<file path="src/rtl/orl_pkg.sv">
package orl_pkg;

  localparam int unsigned VAL_W        = 32;
  localparam int unsigned CNT_OUT_W    = 5;
  localparam int unsigned DEF_CAPACITY = 16;

  // request codes
  localparam logic REQ_APPEND = 1'b0;
  localparam logic REQ_DELETE = 1'b1;

  typedef enum logic [1:0] {
    ST_DONE    = 2'd0,
    ST_FULL    = 2'd1,
    ST_MISSING = 2'd2,
    ST_EMPTY   = 2'd3
  } status_t;

  typedef enum logic [1:0] {
    S_IDLE,
    S_SCAN,
    S_HOLD
  } fsm_t;

  // broadcast controls from the sequencer to every cell
  typedef struct packed {
    logic run;    // delete scan in progress
    logic found;  // match already seen nearer the head
  } cell_ctl_t;

endpackage

</file>
<file path="src/rtl/orl_if.sv">
interface orl_req_if import orl_pkg::*; ();
  logic                    valid;
  logic                    ready;
  logic                    req_type;
  logic signed [VAL_W-1:0] item_value;

  modport source (output valid, output req_type, output item_value, input ready);
  modport sink   (input valid, input req_type, input item_value, output ready);
endinterface

interface orl_res_if import orl_pkg::*; ();
  logic                    valid;
  logic                    ready;
  status_t                 status;
  logic [CNT_OUT_W-1:0]    entry_count;
  logic signed [VAL_W-1:0] head_value;

  modport source (output valid, output status, output entry_count, output head_value,
                  input ready);
  modport sink   (input valid, input status, input entry_count, input head_value,
                  output ready);
endinterface

</file>
<file path="src/rtl/orl_cell.sv">
module orl_cell import orl_pkg::*; (
  input  logic                    clk,
  input  logic                    rst_n,
  input  cell_ctl_t               ctl,
  input  logic signed [VAL_W-1:0] key,
  input  logic                    tok_in,
  input  logic signed [VAL_W-1:0] right_value,
  input  logic                    we,
  input  logic signed [VAL_W-1:0] wdata,
  output logic signed [VAL_W-1:0] value,
  output logic                    tok_out,
  output logic                    hit
);

  logic signed [VAL_W-1:0] value_r, value_nxt;
  logic                    tok_r, tok_nxt;
  logic                    act;

  // token marks the cell under scan this cycle
  assign act = ctl.run & tok_in;
  assign hit = act & (ctl.found | (value_r == key));

  always_comb begin
    tok_nxt   = act;
    value_nxt = value_r;
    if (we) begin
      value_nxt = wdata;
    end else if (hit) begin
      value_nxt = right_value;  // close the gap
    end
  end

  always_ff @(posedge clk) begin
    if (!rst_n) begin
      tok_r <= 1'b0;
    end else begin
      tok_r <= tok_nxt;
    end
  end

  always_ff @(posedge clk) begin
    value_r <= value_nxt;
  end

  assign value   = value_r;
  assign tok_out = tok_r;

endmodule

</file>
<file path="src/rtl/ordered_ring_list_append_delete.sv">
// Ordered ring list: a bounded sequence of signed 32-bit values, head first.
// in_req  (valid/ready): req_type 0 appends item_value after the last entry,
//                        req_type 1 deletes the first entry equal to item_value.
// out_res (valid/ready): one result item per request with status, entry_count
//                        and head_value (0 when the list is empty).
// Append, append-when-full and delete-when-empty write their result straight
// into the output register (or the holding register if out_res is stalled), so
// they run at one item per cycle while out_res is not stalled. A delete scans the
// row of cells one cell per cycle, head to last entry, carrying a token; the
// result is registered at the last entry, and in_req.ready stays low meanwhile.
// The output register holds a finished result while out_res is stalled; one
// more finished result is parked in a holding register, after which in_req
// ready stays low until the receiver takes the waiting item.
// Reset (rst_n low, synchronous) empties the list and drops any pending result;
// stored values are not cleared; slots at or above the count never reach a result.
module ordered_ring_list_append_delete import orl_pkg::*; #(
  parameter int unsigned CAPACITY = DEF_CAPACITY
) (
  input  logic        clk,
  input  logic        rst_n,
  orl_req_if.sink     in_req,
  orl_res_if.source   out_res
);

  localparam int unsigned CW = $clog2(CAPACITY + 1);  // count width
  localparam int unsigned IW = $clog2(CAPACITY);      // cell index width

  fsm_t state_r, state_nxt;

  logic [CW-1:0]           count_r;
  logic [IW-1:0]           step_r;
  logic                    found_r;
  logic signed [VAL_W-1:0] key_r;

  // output register and one holding slot
  logic                    out_valid_r;
  status_t                 out_status_r;
  logic [CNT_OUT_W-1:0]    out_count_r;
  logic signed [VAL_W-1:0] out_head_r;
  status_t                 pend_status_r;
  logic [CNT_OUT_W-1:0]    pend_count_r;
  logic signed [VAL_W-1:0] pend_head_r;

  // row of cells
  logic signed [VAL_W-1:0] vals [CAPACITY];
  logic [CAPACITY-1:0]     toks;
  logic [CAPACITY-1:0]     hits;
  logic [CAPACITY-1:0]     wes;
  cell_ctl_t               ctl;

  // sequencer outputs
  logic                    acc;
  logic                    out_free;
  logic                    app_go;
  logic                    del_go;
  logic                    fin;
  status_t                 fin_status;
  logic [CW-1:0]           fin_count;
  logic signed [VAL_W-1:0] fin_head;
  logic                    last_step;
  logic                    any_hit;

  assign acc      = in_req.valid & in_req.ready;
  assign out_free = ~out_valid_r | out_res.ready;
  assign any_hit  = |hits;
  assign last_step = (CW'(step_r) == (count_r - CW'(1)));

  assign ctl.run   = (state_r == S_SCAN);
  assign ctl.found = found_r;

  for (genvar i = 0; i < CAPACITY; i++) begin : g_cell
    logic                    tok_in;
    logic signed [VAL_W-1:0] right_value;

    assign wes[i] = app_go & (count_r == CW'(i));

    if (i == 0) begin : g_first
      assign tok_in = (state_r == S_SCAN) & (step_r == '0);
    end else begin : g_mid
      assign tok_in = toks[i-1];
    end

    if (i == CAPACITY - 1) begin : g_last
      assign right_value = vals[i];
    end else begin : g_inner
      assign right_value = vals[i+1];
    end

    orl_cell u_cell (
      .clk         (clk),
      .rst_n       (rst_n),
      .ctl         (ctl),
      .key         (key_r),
      .tok_in      (tok_in),
      .right_value (right_value),
      .we          (wes[i]),
      .wdata       (in_req.item_value),
      .value       (vals[i]),
      .tok_out     (toks[i]),
      .hit         (hits[i])
    );
  end

  // sequencer outputs
  always_comb begin
    in_req.ready = (state_r == S_IDLE);
    app_go       = 1'b0;
    del_go       = 1'b0;
    fin          = 1'b0;
    fin_status   = ST_DONE;
    fin_count    = count_r;
    fin_head     = (count_r != '0) ? vals[0] : '0;
    case (state_r)
      S_IDLE: begin
        if (acc) begin
          if (in_req.req_type == REQ_APPEND) begin
            fin = 1'b1;
            if (count_r == CW'(CAPACITY)) begin
              fin_status = ST_FULL;
            end else begin
              app_go    = 1'b1;
              fin_count = count_r + CW'(1);
              fin_head  = (count_r == '0) ? in_req.item_value : vals[0];
            end
          end else begin
            if (count_r == '0) begin
              fin        = 1'b1;
              fin_status = ST_EMPTY;
            end else begin
              del_go = 1'b1;
            end
          end
        end
      end
      S_SCAN: begin
        if (last_step) begin
          fin = 1'b1;
          if (found_r | any_hit) begin
            fin_count = count_r - CW'(1);
            // head cell already shifted unless it was the only entry
            fin_head  = (count_r == CW'(1)) ? '0 : vals[0];
          end else begin
            fin_status = ST_MISSING;
          end
        end
      end
      S_HOLD: begin
        in_req.ready = 1'b0;
      end
      default: begin
        in_req.ready = 1'b0;
      end
    endcase
  end

  // next state
  always_comb begin
    state_nxt = state_r;
    case (state_r)
      S_IDLE: begin
        if (del_go) begin
          state_nxt = S_SCAN;
        end else if (fin && !out_free) begin
          state_nxt = S_HOLD;
        end
      end
      S_SCAN: begin
        if (fin) begin
          state_nxt = out_free ? S_IDLE : S_HOLD;
        end
      end
      S_HOLD: begin
        if (out_free) begin
          state_nxt = S_IDLE;
        end
      end
      default: begin
        state_nxt = S_IDLE;
      end
    endcase
  end

  // control registers
  always_ff @(posedge clk) begin
    if (!rst_n) begin
      state_r     <= S_IDLE;
      count_r     <= '0;
      step_r      <= '0;
      found_r     <= 1'b0;
      out_valid_r <= 1'b0;
    end else begin
      state_r <= state_nxt;
      if (fin) begin
        count_r <= fin_count;
      end
      if (del_go) begin
        step_r  <= '0;
        found_r <= 1'b0;
      end else if (state_r == S_SCAN) begin
        step_r  <= step_r + IW'(1);
        found_r <= found_r | any_hit;
      end
      if ((fin && out_free) || (state_r == S_HOLD && out_free)) begin
        out_valid_r <= 1'b1;
      end else if (out_res.ready) begin
        out_valid_r <= 1'b0;
      end
    end
  end

  // payload registers
  always_ff @(posedge clk) begin
    if (del_go) begin
      key_r <= in_req.item_value;
    end
    if (fin && out_free) begin
      out_status_r <= fin_status;
      out_count_r  <= CNT_OUT_W'(fin_count);
      out_head_r   <= fin_head;
    end else if (fin) begin
      pend_status_r <= fin_status;
      pend_count_r  <= CNT_OUT_W'(fin_count);
      pend_head_r   <= fin_head;
    end else if (state_r == S_HOLD && out_free) begin
      out_status_r <= pend_status_r;
      out_count_r  <= pend_count_r;
      out_head_r   <= pend_head_r;
    end
  end

  assign out_res.valid       = out_valid_r;
  assign out_res.status      = out_status_r;
  assign out_res.entry_count = out_count_r;
  assign out_res.head_value  = out_head_r;

endmodule
</file>
<file path="src/flat_wrapper.sv">
// flat-port wrapper written by rule: the top's interface ports become plain ports
module ordered_ring_list_append_delete_flat import orl_pkg::*;
#(
  parameter int unsigned CAPACITY = DEF_CAPACITY
)
  (clk, rst_n, in_req_valid, in_req_req_type, in_req_item_value, in_req_ready, out_res_valid, out_res_status, out_res_entry_count, out_res_head_value, out_res_ready);
  orl_req_if in_req_i ();
  orl_res_if out_res_i ();
  input  logic clk;
  input  logic rst_n;
  input wire logic [$bits(in_req_i.valid)-1:0] in_req_valid;
  input wire logic [$bits(in_req_i.req_type)-1:0] in_req_req_type;
  input wire logic [$bits(in_req_i.item_value)-1:0] in_req_item_value;
  output wire logic [$bits(in_req_i.ready)-1:0] in_req_ready;
  output wire logic [$bits(out_res_i.valid)-1:0] out_res_valid;
  output wire logic [$bits(out_res_i.status)-1:0] out_res_status;
  output wire logic [$bits(out_res_i.entry_count)-1:0] out_res_entry_count;
  output wire logic [$bits(out_res_i.head_value)-1:0] out_res_head_value;
  input wire logic [$bits(out_res_i.ready)-1:0] out_res_ready;
  assign in_req_i.valid = in_req_valid;
  assign in_req_i.req_type = in_req_req_type;
  assign in_req_i.item_value = in_req_item_value;
  assign in_req_ready = in_req_i.ready;
  assign out_res_valid = out_res_i.valid;
  assign out_res_status = out_res_i.status;
  assign out_res_entry_count = out_res_i.entry_count;
  assign out_res_head_value = out_res_i.head_value;
  assign out_res_i.ready = out_res_ready;
  ordered_ring_list_append_delete #(.CAPACITY(CAPACITY)) u_core (.clk(clk), .rst_n(rst_n), .in_req(in_req_i), .out_res(out_res_i));
endmodule
</file>
<file path="config.mk">
export PLATFORM = sky130hd
export DESIGN_NAME = ordered_ring_list_append_delete_flat
export DESIGN_NICKNAME = d
export VERILOG_FILES = /design/src/rtl/orl_pkg.sv /design/src/rtl/orl_if.sv /design/src/rtl/orl_cell.sv /design/src/rtl/ordered_ring_list_append_delete.sv /design/src/flat_wrapper.sv
export SDC_FILE = /design/constraint.sdc
export NUM_CORES = 1
export LEC_CHECK = 0
export BUFFER_PORTS_ARGS = -buffer_cell sky130_fd_sc_hd__buf_4
export CAP_MARGIN = 30
export CORE_UTILIZATION = 57
export CTS_CLUSTER_SIZE = 8
export DETAILED_ROUTE_END_ITERATION = 10
export PLACE_DENSITY_LB_ADDON = 0.25
export SYNTH_ARGS = -nofsm -noshare
export SYNTH_HDL_FRONTEND = slang
export SYNTH_SLANG_ARGS = --single-unit
</file>
<file path="constraint.sdc">
create_clock -name clk -period 4.5 [get_ports clk]
set_clock_uncertainty 0.2 [all_clocks]
set_input_delay 0.9 -clock clk [delete_from_list [all_inputs] [get_ports clk]]
set_output_delay 0.9 -clock clk [all_outputs]
set_load 0.01 [all_outputs]
</file>
# Word level (Yosys, flattened, before mapping)
# Cells that the tools add are included.
# word_totals
inputBits,37
ramBits,0
latchBits,0
romBits,0
memories,0
regBits,650
wordCells,270
output_inout_bits,41
# op_classes
reduce_logical,31
n_bitwise,71
n_div,0
order_cmp,0
n_eq_ne,39
muxes,83
n_mul,0
n_shift,0
addsub,3
# ops
op,n
32-bit 2-to-1 mux,41
32-bit equality test,16
32-bit one-hot mux with 2 select lines,1
1-bit bitwise AND,50
"5-bit by 4-bit equality test with 1-bit output, second input constant",8
5-bit 2-to-1 mux,8
2-bit nonzero test,17
2-bit 2-to-1 mux,13
"5-bit by 3-bit equality test with 1-bit output, second input constant",4
1-bit OR,18
1-bit 2-to-1 mux,16
16-bit OR reduction,1
"5-bit by 2-bit equality test with 1-bit output, second input constant",2
5-bit one-hot mux with 2 select lines,1
2-bit one-hot mux with 3 select lines,1
"5-bit by 1-bit adder with 5-bit output, second input constant",1
4-bit by 5-bit equality test with 1-bit output,1
"5-bit by 1-bit equality test with 1-bit output, second input constant",1
"5-bit equality test, second input constant",1
5-bit logical NOT,1
5-bit nonzero test,1
"5-bit by 1-bit subtractor with 5-bit output, second input constant",1
"4-bit by 1-bit adder with 4-bit output, second input constant",1
4-bit logical NOT,1
other kinds (15),21

# Longest topological paths before layout
# Gate-level depths: netlist (run 1).
# depth
ltp_word,10
depth_mapped,13
mapped_depth_nobuf,11

# Hierarchy
# From an unflattened synthesis (run 1), not the netlist that was laid out.
# hier_totals
hier_cells,2288
area_unflattened_um2,33497.1
# modules_own_cells
mod,seq_area_each_um2,area_each_um2,cells_per_inst,n_inst
orl_cell,980.9,1741.7,116,16
ordered_ring_list_append_delete,3563.4,5630.4,432,1

# Worst setup path before layout (run 1)
# OpenSTA, ideal clock, no wires.
# synth_path
path_kind,register -> register
start,register u_core.count_r[0]
end,register u_core.pend_count_r[0] (enable)
path_stages_with_launch,9
setup_ns,0.435
arrival_time_ns,3.757
synth_period_minus_slack_ns,4.392
n_path_buf,1
path_slack_ns,0.108
required_time_ns,3.865
path_cell_list,dfxtp_1 inv_1 ha_1 buf_1 xnor2_1 a2111oi_1 and2_1 nor2_1 nor2_1
# synth_between
elab_chain_len,8
word_cells_on_any_way,11
cone_classes,1 x add/sub; 1 x eq/ne; 5 x mux; 1 x bitwise; 3 x reduce/logical
# synth_rtl
item,line,source
start: declaration,ordered_ring_list_append_delete.sv:30,logic [CW-1:0] count_r;
start signal: assignment,ordered_ring_list_append_delete.sv:194,count_r <= fin_count;
branches (longest 4 deep; another with 5-bit by 1-bit subtractor with 5-bit output),-,
1-bit one-hot mux with 2 select lines (*),ordered_ring_list_append_delete.sv:113,case (state_r)
1-bit logical AND,ordered_ring_list_append_delete.sv:216,if (fin && out_free) begin
1-bit inverter (no source line),-,
2-bit AND reduction (no source line) (*),-,
end signal: assignment,ordered_ring_list_append_delete.sv:222,pend_count_r <= CNT_OUT_W'(fin_count);
end: declaration,ordered_ring_list_append_delete.sv:41,logic [CNT_OUT_W-1:0] pend_count_r;
# Mark *: on every way between the ends.
# A chain may end at the register's enable or synchronous reset.

# Worst setup path after layout (run 1)
# layout_path
start,register u_core.key_r[26]
end,"register u_core.out_head_r[15], in the netlist u_core.out_res.head_value[15], data pin"
# layout_between
elab_chain_len,9
word_cells_on_any_way,54
cone_classes,16 x eq/ne; 4 x mux; 33 x bitwise; 1 x reduce/logical
# layout_rtl
item,line,source
start: declaration,ordered_ring_list_append_delete.sv:33,logic signed [VAL_W-1:0] key_r;
start signal: assignment,ordered_ring_list_append_delete.sv:214,key_r <= in_req.item_value;
32-bit equality test,orl_cell.sv:21,assign hit = act & (ctl.found | (value_r == key));
1-bit OR,orl_cell.sv:21,
1-bit bitwise AND,orl_cell.sv:21,
16-bit OR reduction (*),ordered_ring_list_append_delete.sv:65,assign any_hit = |hits;
1-bit OR (*),ordered_ring_list_append_delete.sv:138,if (found_r | any_hit) begin
32-bit 2-to-1 mux (*),ordered_ring_list_append_delete.sv:138,
32-bit 2-to-1 mux (*),ordered_ring_list_append_delete.sv:136,if (last_step) begin
32-bit one-hot mux with 2 select lines (*),ordered_ring_list_append_delete.sv:113,
32-bit 2-to-1 mux (*),ordered_ring_list_append_delete.sv:216,
end signal: assignment,ordered_ring_list_append_delete.sv:219,out_head_r <= fin_head;
end signal: assignment,ordered_ring_list_append_delete.sv:227,out_head_r <= pend_head_r;
end: declaration,ordered_ring_list_append_delete.sv:39,logic signed [VAL_W-1:0] out_head_r;
# Mark *: on every way between the ends. The rest lies on a longest branch, timed or not.

==> results.cfg, run 1 <==
[yosys]
yosysWarnings = 0
syn_area_per_cell_um2 = 13.7
synth_edf_count = 622
syn_nets = 2460
syn_inst = 2415
ys_ff_latch = 650
seq_area_frac_synth = 0.580
synthFlopType = edfxtp_1
synth.distinct_cells = 51
synth_area_um2 = 33200
async_flop_share = 0

[clock_network]
cts_sinks = 650
clock_latency_ns = 0.65
cts_tree = built
post_cts_buffers = 0
ctsResizeCount = 0
hold_buffers = 0
cts_buffers = 91
cts_root_buffer = clkbuf_16
clk_pin_slew_ns = 0.05
htreeDepth = 3
clk_path_buf_depth = 3

[setup_path]
worst_setup_path_start_kind = flip-flop
worst-path-buf-inv = 2
cp_cell_sequence = buf_4 -> xor2_1 -> nor4_1 -> nand4_1 -> nor3_1 -> or4_4 -> or4_4 -> o31ai_4 -> buf_4 -> o21ai_1 -> a31oi_1
cp.required_ns = 4.78
critPathTopFamily = simple AND/OR/NAND/NOR gates
crit_type = flip-flop to flip-flop
critical_path.max_stage_delay_ns = 0.71
crit_fanout = 18
critPathSlowestCell = edfxtp_1
crit-reg2reg-launch = u_core.key_r[26]$_DFFE_PP_
reg2reg_slack_ns = 0.14
end_kind = flip-flop
r2r_cells = 11
crit_arrival_ns = 4.64
r2r-end = u_core.out_res.head_value[15]$_DFFE_PP_

[worst_hold_path]
worstHoldStart = u_core.g_cell[6].u_cell.tok_out$_SDFF_PN0_
hp-class = flip-flop to flip-flop
holdPathStages = 1
whs_endpoint = u_core.g_cell[7].u_cell.tok_out$_SDFF_PN0_

[global_routing]
grt_pass1_vias = 21712
grtUsageMet1 = 0.462
grtUsageMet3 = 0.0622
met2_usage = 0.563
gr-max-usage-layer = met2
grt_max_degree = 40
antenna_found_initial = 6
grt_pass1_wl_mm = 151
overflow = 0
track_usage = 0.355

[finish]
stdcell_count = 3312
final_common_cell = edfxtp_1
layout.nets = 2566
fill_cells = 4161
area_delta_synth_final_pct = 12.1
drive_above_1_share = 0.300
final_cell_mix = edfxtp_1 (622), mux2_2 (452), xor2_1 (349)

[sta]
slew_violations = 0
tightest_slew_ns = 1.07
tns_ns = 0
hold_viol_final = 0
fin_crit_ns = 4.36
period_share = 0.970
max_freq_mhz = 229
max-slew-margin-rel = 0.283
grt_setup_unrepaired = no
setup_violations = 0

[floorplanning]
ios = 78
dieArea_um2 = 59200
start_util = 0.576
core-area_um2 = 57600
rows = 88
die_y_um = 243
fp.dieW_um = 243

[job]
maxCapViolCount = 0

[placement]
placed_cells = 3193
io_buffers = 77
gp_congestion = 0.960
hpwl_mm = 70.8

[drt]
ant_nets = 0
via_per_inst = 6.55
drtIter0Drc = 2820
drc = 0
vias = 21684
drt_wl_total_mm = 106
drt-pass1-iter-count = 5
drt-wirelength-per-cell_um = 31.9

[power]
powerDensity_nw_per_um2 = 370
power.leakage_nw = 12.9
peakVddDrop_uv = 359

[status]
status = finished, final reports clean
flip-flops by register name (all words and copies together) (netlist names), 5 cells and up:
signal                        count
u_core.key_r                     32
u_core.pend_head_r               32
u_core.count_r                    5
u_core.g_cell.u_cell.tok_out     15
u_core.pend_count_r               5
u_core.g_cell.u_cell.value      512
u_core.out_res.head_value        32
u_core.out_res.entry_count        5
how the worst max path moves through the flow:
stage                                   startpoint                                 endpoint  cells past startpoint
floorplan           u_core.count_r[0]$_SDFFE_PN0P_         u_core.pend_count_r[0]$_DFFE_PP_                      8
global placement        u_core.key_r[26]$_DFFE_PP_   u_core.out_res.head_value[7]$_DFFE_PP_                     11
detailed placement      u_core.key_r[26]$_DFFE_PP_  u_core.out_res.head_value[15]$_DFFE_PP_                     11
CTS                     u_core.key_r[26]$_DFFE_PP_   u_core.out_res.head_value[4]$_DFFE_PP_                     11
global route            u_core.key_r[26]$_DFFE_PP_  u_core.out_res.head_value[15]$_DFFE_PP_                     11
finish                  u_core.key_r[26]$_DFFE_PP_  u_core.out_res.head_value[15]$_DFFE_PP_                     11
cells by family (layout without fill, tap and decap cells):
kind of cell               after synthesis  count (layout)  synth area share
AOI/OAI and AO/OA                      122             122            0.0232
xor gates and xnor gates               519             519             0.137
adders and majority gates                8               8           0.00302
buffers and inverters                  185             315            0.0319
DFF                                    650             650             0.580
muxes                                  452             452             0.153
other                                    0               2                 0
and+or+nand+nor                        479             479            0.0716
synthesized netlist by cell type, types with 2 or more instances:
cell        n  area (um^2)
edfxtp_1  622        18700
mux2_2    452         5090
xor2_1    349         3060
nand2_1   181          679
xnor2_1   170         1490
nor4_1     99          619
clkbuf_1   81          304
nor2_1     71          267
nand4_1    66          413
buf_4      39          293
a31oi_1    34          213
o21ai_1    30          150
buf_6      28          315
dfxtp_1    28          561
buf_1      21         78.8
and3_1     18          113
o21ai_0    16         80.1
nor3_1     14         70.1
a21oi_1    11         55.1
and2_1     11         68.8
inv_1       9         33.8
ha_1        8          100
buf_2       7         35.0
nand3_1     6         30.0
a31o_2      3         26.3
nor2b_1     3         18.8
o211ai_1    3         22.5
o21bai_1    3         22.5
o22ai_1     3         18.8
a211o_1     2         17.5
a211oi_1    2         15.0
a21boi_0    2         15.0
a41o_1      2         20.0
a41oi_1     2         17.5
nand2b_1    2         12.5
or4_4       2         22.5
metal layers:
metal / share of wire / wire length [um]
met1: 0.38 / 40100
met2: 0.47 / 49300
met3: 0.090 / 9560
met4: 0.064 / 6780
met5: 0 / 0
through the flow:
stage          hold slack, ns  setup slack [ns]  area [um^2]  utilization  total power [W]
6_report                0.290             0.136        37200        0.646           0.0138
4_1_cts                 0.289             0.255        37200        0.646           0.0138
3_3_place_gp            0.267             0.499        34600        0.602          0.00758
3_5_place_dp            0.265             0.279        34700        0.602          0.00760
2_1_floorplan           0.252             0.108        33200            -          0.00722
5_1_grt                 0.297            0.0519        37200        0.646           0.0141
report_power, final:
part	switching [W]	total (W)	internal, W
combinational	0.000531	0.000759	0.000228
sequential	0.0000538	0.00674	0.00669
clock	0.00254	0.00626	0.00372
area by class of cell:
| class | count | area [um^2] | area share |
|---|---|---|---|
| well taps | 765 | 957 | 0.0257 |
| flip-flops and latches | 650 | 19200 | 0.517 |
| multi-input cells | 1580 | 13000 | 0.348 |
| clock buffers | 110 | 2370 | 0.0637 |
| diodes | 2 | 5.00 | 0.000135 |
| repair buffers | 189 | 1480 | 0.0398 |
| clock inverters | 7 | 144 | 0.00387 |
| inverters | 9 | 33.8 | 0.000909 |
Power figures use the tool's default switching activity.
==> inputs of run 2 (changes only) <==
Settings changed: CELL_PAD_IN_SITES_DETAIL_PLACEMENT set to 1, CELL_PAD_IN_SITES_GLOBAL_PLACEMENT set to 1, CORE_UTILIZATION 57 to 48.
==> results.cfg, run 2 (synthesis gave the netlist of run 1 again) <==
[sta]
period_share = 0.975
tns_ns = 0
setup_slack_ns = 0.113
grt_setup_unrepaired = no
slew_violations = 0
hold_viol_final = 0
setup_violations = 0
fin_crit_ns = 4.39
max_freq_mhz = 228
max-slew-margin-rel = 0.420
tightest_slew_ns = 0.870

[global_routing]
grt_max_degree = 71
track_usage = 0.329
overflow = 0
grt_pass1_wl_mm = 163
antenna_found_initial = 7
grt_pass1_vias = 22492

[clock_network]
post_cts_buffers = 0
clk_pin_slew_ns = 0.05
cts_tree = built
ctsResizeCount = 0
cts_root_buffer = clkbuf_16
cts_buffers = 91
htreeDepth = 3
cts_sinks = 650
clk_path_buf_depth = 3
clock_latency_ns = 0.65
hold_buffers = 0

[setup_path]
crit_arrival_ns = 4.66
crit_fanout = 17
worst_setup_path_start_kind = flip-flop
crit-reg2reg-launch = u_core.key_r[6]$_DFFE_PP_
reg2reg_slack_ns = 0.11
r2r-end = u_core.out_res.head_value[0]$_DFFE_PP_
crit_type = flip-flop to flip-flop
end_kind = flip-flop
r2r_cells = 11
cp.required_ns = 4.77

[floorplanning]
die_y_um = 265
core-area_um2 = 68500
rows = 96
dieArea_um2 = 70200
ios = 78
start_util = 0.485
fp.dieW_um = 265

[placement]
hpwl_mm = 78.0
io_buffers = 77
gp_congestion = 0.961
placed_cells = 3310
placed_cell_area_um2 = 35000
place_ws_ns = 0.191

[power]
p_seq_frac = 0.489
power_switching_w = 0.00320
pwr-share-comb = 0.057
powerDensity_nw_per_um2 = 368
clkPwrFrac = 0.454
intPower_w = 0.0106
power.leakage_nw = 13.0
power.total_w = 0.0138
switching_share = 0.232
peakVddDrop_uv = 364

[drt]
drtIter0Drc = 2231
ant_nets = 0
via_per_inst = 6.25
vias = 21471
drt_wl_total_mm = 116
drt-pass1-iter-count = 7
drc = 0
drt-wirelength-per-cell_um = 33.6

[finish]
final_common_cell = edfxtp_1
stdcell_count = 3438
fill_cells = 6563
area_delta_synth_final_pct = 12.9
multi_input_area_um2 = 13000
drive_above_1_share = 0.299
seq_area_um2 = 19200
final_cell_mix = edfxtp_1 (622), mux2_2 (452), xor2_1 (349)
layout.nets = 2566
final_area_um2 = 37500
largest_reg_flops = 512

[worst_hold_path]
worstHoldStart = u_core.g_cell[0].u_cell.tok_out$_SDFF_PN0_
hp-class = flip-flop to flip-flop
whs_endpoint = u_core.g_cell[1].u_cell.tok_out$_SDFF_PN0_
holdPathStages = 1

[job]
maxCapViolCount = 0

[status]
status = finished, final reports clean
run 2: cell type report:
| cell class | instances | area share |
|---|---|---|
| flip-flops and latches | 650 | 0.514 |
| diodes | 3 | 0.000200 |
| inverters | 9 | 0.000902 |
| multi-input cells | 1580 | 0.346 |
| clock buffers | 117 | 0.0634 |
| repair buffers | 189 | 0.0431 |
| clock inverters | 8 | 0.00327 |
| well taps | 882 | 0.0295 |
run 2: worst max path at each step:
| stage | start | endpoint | slack [ns] | cells past startpoint |
|---|---|---|---|---|
| after floorplan | u_core.count_r[0]$_SDFFE_PN0P_ | u_core.pend_count_r[0]$_DFFE_PP_ | 0.11 | 8 |
| after global placement | u_core.key_r[31]$_DFFE_PP_ | u_core.out_res.head_value[20]$_DFFE_PP_ | 0.32 | 11 |
| after detailed placement | u_core.key_r[31]$_DFFE_PP_ | u_core.out_res.head_value[0]$_DFFE_PP_ | 0.19 | 11 |
| after CTS | u_core.key_r[31]$_DFFE_PP_ | u_core.out_res.head_value[0]$_DFFE_PP_ | 0.13 | 11 |
| after global routing | u_core.key_r[31]$_DFFE_PP_ | u_core.out_res.head_value[0]$_DFFE_PP_ | 0.03 | 11 |
| final | u_core.key_r[6]$_DFFE_PP_ | u_core.out_res.head_value[0]$_DFFE_PP_ | 0.11 | 11 |
run 2: per-stage QoR:
step           hold slack [ns]  utilization
2_1_floorplan            0.252            -
6_report                 0.286        0.547
4_1_cts                  0.285        0.547
5_1_grt                  0.299        0.547
3_3_place_gp             0.268        0.510
3_5_place_dp             0.271        0.511
run 2: power groups by stage:
| stage | combinational (W) | sequential (W) | clock (W) |
|---|---|---|---|
| 2_1_floorplan | 0.000364 | 0.00686 | 0 |
| 3_3_place_gp | 0.000751 | 0.00686 | 0 |
| 3_5_place_dp | 0.000768 | 0.00686 | 0 |
| 4_1_cts | 0.000774 | 0.00674 | 0.00633 |
| 5_1_grt | 0.000812 | 0.00674 | 0.00652 |
| 6_report | 0.000781 | 0.00674 | 0.00625 |
run 2: metal layers:
layer	wire, um	up-vias	GRT usage
li1	-	9090	-
met1	45900	11157	0.414
met3	7300	263	0.0561
met2	56400	961	0.548
met4	5940	0	0.168
met5	0	-	0
run 2: worst max-delay path, stage by stage, from the launching register on:
cell and delay (ns):
edfxtp_1 0.57, buf_4 0.32, xnor2_1 0.14, nand4_1 0.15, nor4_1 0.08, a41oi_1 0.46
o22ai_1 0.28, or4_4 0.52, o31ai_4 0.76, buf_4 0.36, o21ai_1 0.10, a31oi_1 0.22
